**src/rtl/nfw_ram.sv**
```systemverilog
`default_nettype none

module nfw_ram #(
	parameter int WIDTH = 8,
	parameter int DEPTH = 16,
	localparam int AW = (DEPTH > 1) ? $clog2(DEPTH) : 1
) (
	input  wire logic             clk,
	input  wire logic             we,
	input  wire logic [AW-1:0]    waddr,
	input  wire logic [WIDTH-1:0] wdata,
	input  wire logic [AW-1:0]    raddr,
	output logic      [WIDTH-1:0] rdata
);

	logic [WIDTH-1:0] mem [DEPTH];

	always_ff @(posedge clk) begin
		if (we) begin
			mem[waddr] <= wdata;
		end
		rdata <= mem[raddr];
	end

endmodule

`default_nettype wire

```
**config.mk**
```make
export PLATFORM = sky130hd
export DESIGN_NAME = nfw_ram
export DESIGN_NICKNAME = d
export VERILOG_FILES = /design/src/rtl/nfw_ram.sv
export SDC_FILE = /design/constraint.sdc
export NUM_CORES = 1
export LEC_CHECK = 0
export ABC_AREA = 1
export BUFFER_PORTS_ARGS = -buffer_cell sky130_fd_sc_hd__clkbuf_2
export CAP_MARGIN = 10
export CELL_PAD_IN_SITES_DETAIL_PLACEMENT = 1
export CELL_PAD_IN_SITES_GLOBAL_PLACEMENT = 1
export CORE_UTILIZATION = 52
export DETAILED_ROUTE_END_ITERATION = 16
export PLACE_DENSITY_LB_ADDON = 0.1
export SLEW_MARGIN = 20
export SYNTH_ARGS = -nofsm -noshare
export SYNTH_HDL_FRONTEND = slang
export SYNTH_SLANG_ARGS = --single-unit
export TNS_END_PERCENT = 100
```
**constraint.sdc**
```tcl
create_clock -name clk -period 2 [get_ports clk]
set_input_delay 0.3 -clock clk [delete_from_list [all_inputs] [get_ports clk]]
set_output_delay 0.3 -clock clk [all_outputs]
set_load 0.005 [all_outputs]
```
* Yosys cells after proc, flatten, opt, wreduce, memory -nomap -nowiden *
Memories as Yosys holds them, arrays and structs flattened. A register that Yosys moved wholly into a read port is not among the register bits.
Cells that the tools add are included.

storage, ports and cells
  bits in registers = 0
  memory bits (writable) = 128
  memories kept = 1

operators by class
  multiplexer cells = 2

memory list
  name  words  bits a word  read ports  clocked after Yosys merged registers in  write ports  RTL line  RTL
  mem   16     8            1           1                                        1            16        logic [WIDTH-1:0] mem [DEPTH];

operators by type and width
  operator  number
  $mux W1   2

* Depth between registers and ports, before layout *
  word-level depth = 2
  gate-level depth with buffers = 8
  mapped depth without buffers = 7

* Worst setup path after synthesis *
Ideal clock, no wire load.

  kind = input port to flip-flop
  start point = input waddr[2]
  end point = memory mem[10][0], enable pin
  setup time = 0.370 ns
  arrival time = 0.881 ns
  data required time = 1.630 ns
  path slack = 0.749 ns
  cell stages on the path = 2
  cell sequence = nand3b_1 -> nor2_1

RTL lines
  what             RTL line  RTL
  start, declared  10        input wire logic [AW-1:0] waddr,
  end, declared    16

No word-level cell before the write port.

* Final worst setup path *
  start point = register rdata[3], read port of mem
  end point = output rdata[3]

RTL lines
  what             RTL line  RTL
  start, declared  13        output logic [WIDTH-1:0] rdata

No word-level cell between the ends.

==> summary.txt <==
Layout
  – Layout Nets: 611
  – Final std cells w/o fill: 746
  – Commonest non-fill, non-tap cell in the layout: nand2_1
  – Area growth syn-to-layout: 14.91%
  – Layout cells sized above 1: 12.21%
  – Diode count: 0
  – Most frequent cells in the layout: nand2_1 (173), edfxtp_1 (128), inv_1 (100)

Timing
  – Crit path time final: 1.312 ns
  – Hold_ws: 0.1766 ns
  – Least-Margin Pin Slew: 0.6216 ns
  – Final setup vio count: 0
  – Final worst clock skew: 0.006795 ns
  – Max-slew violation count: 0
  – RSZ-0062 raised after global routing: no
  – Setup TNS: 0 ns
  – Final Hold Violating Endpoints: 0
  – Max Clk Rate: 762.4 MHz
  – Rel. slew slack: 58.50%
  – Tcrit/Tclk final: 65.58%

Synthesis
  – Simple-gate share of the synthesized area: 21.05%
  – Seq cells post-synth: 136
  – Synth Area in Compound Gates: 0%
  – Synthesized-area fraction occupied by adder cells: 0%
  – Syn_nets: 569
  – Area leader, netlist: edfxtp_1
  – Main area contributors after synthesis: edfxtp_1 (67%), nand2_1 (11%), nand3_1 (8.4%)
  – Cell count after synthesis: 551
  – Post-synthesis cell type count: 12
  – Top cell type's share of synthesized area: 66.65%
  – Multiplexer share of the synthesized area: 0%
  – Largest family of logic cells by synthesized area: simple AND/OR/NAND/NOR gates
  – Post-synthesis sequential area ratio: 69.43%
  – Post-Syn Area: 5767 um^2
  – Post-Syn Area per Cell: 10.47 um^2
  – Post-synthesis xor/xnor area fraction: 0%
  – Synth warn: 0

Worst setup path
  – Slowest stage delay, CP: 0.36 ns
  – Worst EP required: 1.70 ns
  – Slowest CP cell: dfxtp_1
  – Worst path top cell family by delay: flip-flops
  – Critical path arrival: 1.01 ns
  – Crit path launch type: flop
  – Critical path buffers and inverters: 1
  – Crit Path Max Fanout: 1
  – Critical-path cell list: clkbuf_2
  – CP Capture Type: output pin
  – WS Path Type: reg -> out

GRT
  – Overflow after GRT: 0
  – Vias in the first global route: 4244
  – Largest net degree at the start of global routing: 65
  – First-pass GRT wire length: 23620 um
  – Initial antenna violation count: 0
  – GRT Util Overall: 28.92%

Detailed routing
  – DR vias/cell: 5.310
  – Detail Route Antenna Nets: 0
  – Drt initial violations: 264
  – DRC Markers: 0
  – Post-Route WL: 15070 um
  – TritonRoute pass-1 iters: 5
  – Via count: 3961
  – Routed len/inst: 20.20 um

Worst hold path
  – Class of the worst hold path: in -> reg

Clock network
  – CTS sink cnt: 136
  – Clock-pin slew on the worst setup and hold paths: 0.06 ns
  – CTS tree: done
  – Maximum root-to-sink buffer count: 2
  – Clk root buf: clkbuf_8
  – CTS Hold Buffers Added: 0
  – Clk_lat worst skew: 0.53 ns
  – CTS buffer count: 17
  – Post-CTS setup buffer count: 0
  – Post_cts resized: 0
  – Max H-tree Level: 4

Run status
  – Outcome: finished, final reports clean

Place
  – DPL Wire Length: 9058 um
  – GPL Wtd Cong: 0.7850
  – # port buffers: 25
  – Placed instance count: 714

Die
  – Initial Util: 53.20%
  – I/O pins: 26
  – Die area: 11520 um^2
  – Die Wd: 107.3 um
  – Core box area: 10840 um^2
  – Die height: 107.3 um
  – Std-Cell Rows: 38

Power
  – Final Total Pwr: 6.479 mW
  – Pwr Density: 977.8 nW/um^2
  – Leak: 2.902 nW
  – Worst vdd ir: 0.0005386 V

Run
  – Max Cap Viol: 0
-- layer usage --
metal	wire [um]	vias up	global-route usage (%)	share of wire, %
li1	-	1859	-	-
met1	6612	1968	38.75	44
met2	7370	111	46.08	49
met3	766	23	5.630	5.1
met4	322	0	12.62	2.1
met5	0	-	0	0
-- where the power goes --
part | switching [mW] | leakage, nW | internal, mW
Clock | 1.12 | 0.258 | 1.75
Combinational | 0.285 | 1.42 | 0.116
Sequential | 0.0224 | 1.22 | 3.19
Total | 1.43 | 2.90 | 5.05
-- logic make-up after synthesis --
group	count (synthesis)
buf+inv	126
flops	136
simple gates	289
-- final timing paths --
kind                           end                  from  slack (ns)  cells past startpoint
setup / recovery          rdata[3]      rdata[3]$_DFF_P_        0.69                      1
hold / removal    rdata[3]$_DFF_P_              raddr[3]        0.18                      3
setup reg to reg  rdata[0]$_DFF_P_   mem[9][0]$_DFFE_PP_        0.91                      6
hold reg to reg   rdata[3]$_DFF_P_  mem[11][3]$_DFFE_PP_        0.69                      6
-- cell type report --
class	instances	area, um^2
inverters	102	382.9
flip-flops and latches	136	4004
repair buffers	47	315.3
multi-input cells	289	1214
clock inverters	11	106.4
clock buffers	21	429.2
well taps	140	175.2
fillers	1167	4214
-- worst reg2reg max path: stages, from the launching register on --
cell	delay, ns
edfxtp_1	0.36
inv_1	0.06
nand2_1	0.05
nand3_1	0.10
nand3_1	0.14
nand3_1	0.18
nand2_1	0.07
-- stage by stage --
stage                     worst slack, ns  utilization [%]  cell area [um^2]
final                              0.6884            61.13              6626
after global routing               0.6597            61.13              6626
after CTS                          0.6691            61.13              6626
after detailed placement           0.4651            56.19              6091
after global placement             0.5466            56.19              6091
after floorplan                    0.7492                -              5767
-- sequential cells by signal (all words and copies together) (netlist names) --
register,flops
rdata,8
mem,128
-- synth_stat cells --
master / count
buf_6: 6
inv_1: 100
buf_1: 1
buf_2: 13
edfxtp_1: 128
nand2_1: 173
nor2_1: 17
nand3b_1: 2
dfxtp_1: 8
buf_4: 4
nand3_1: 97
inv_2: 2
Note: power is estimated with default switching activity, not from simulation.
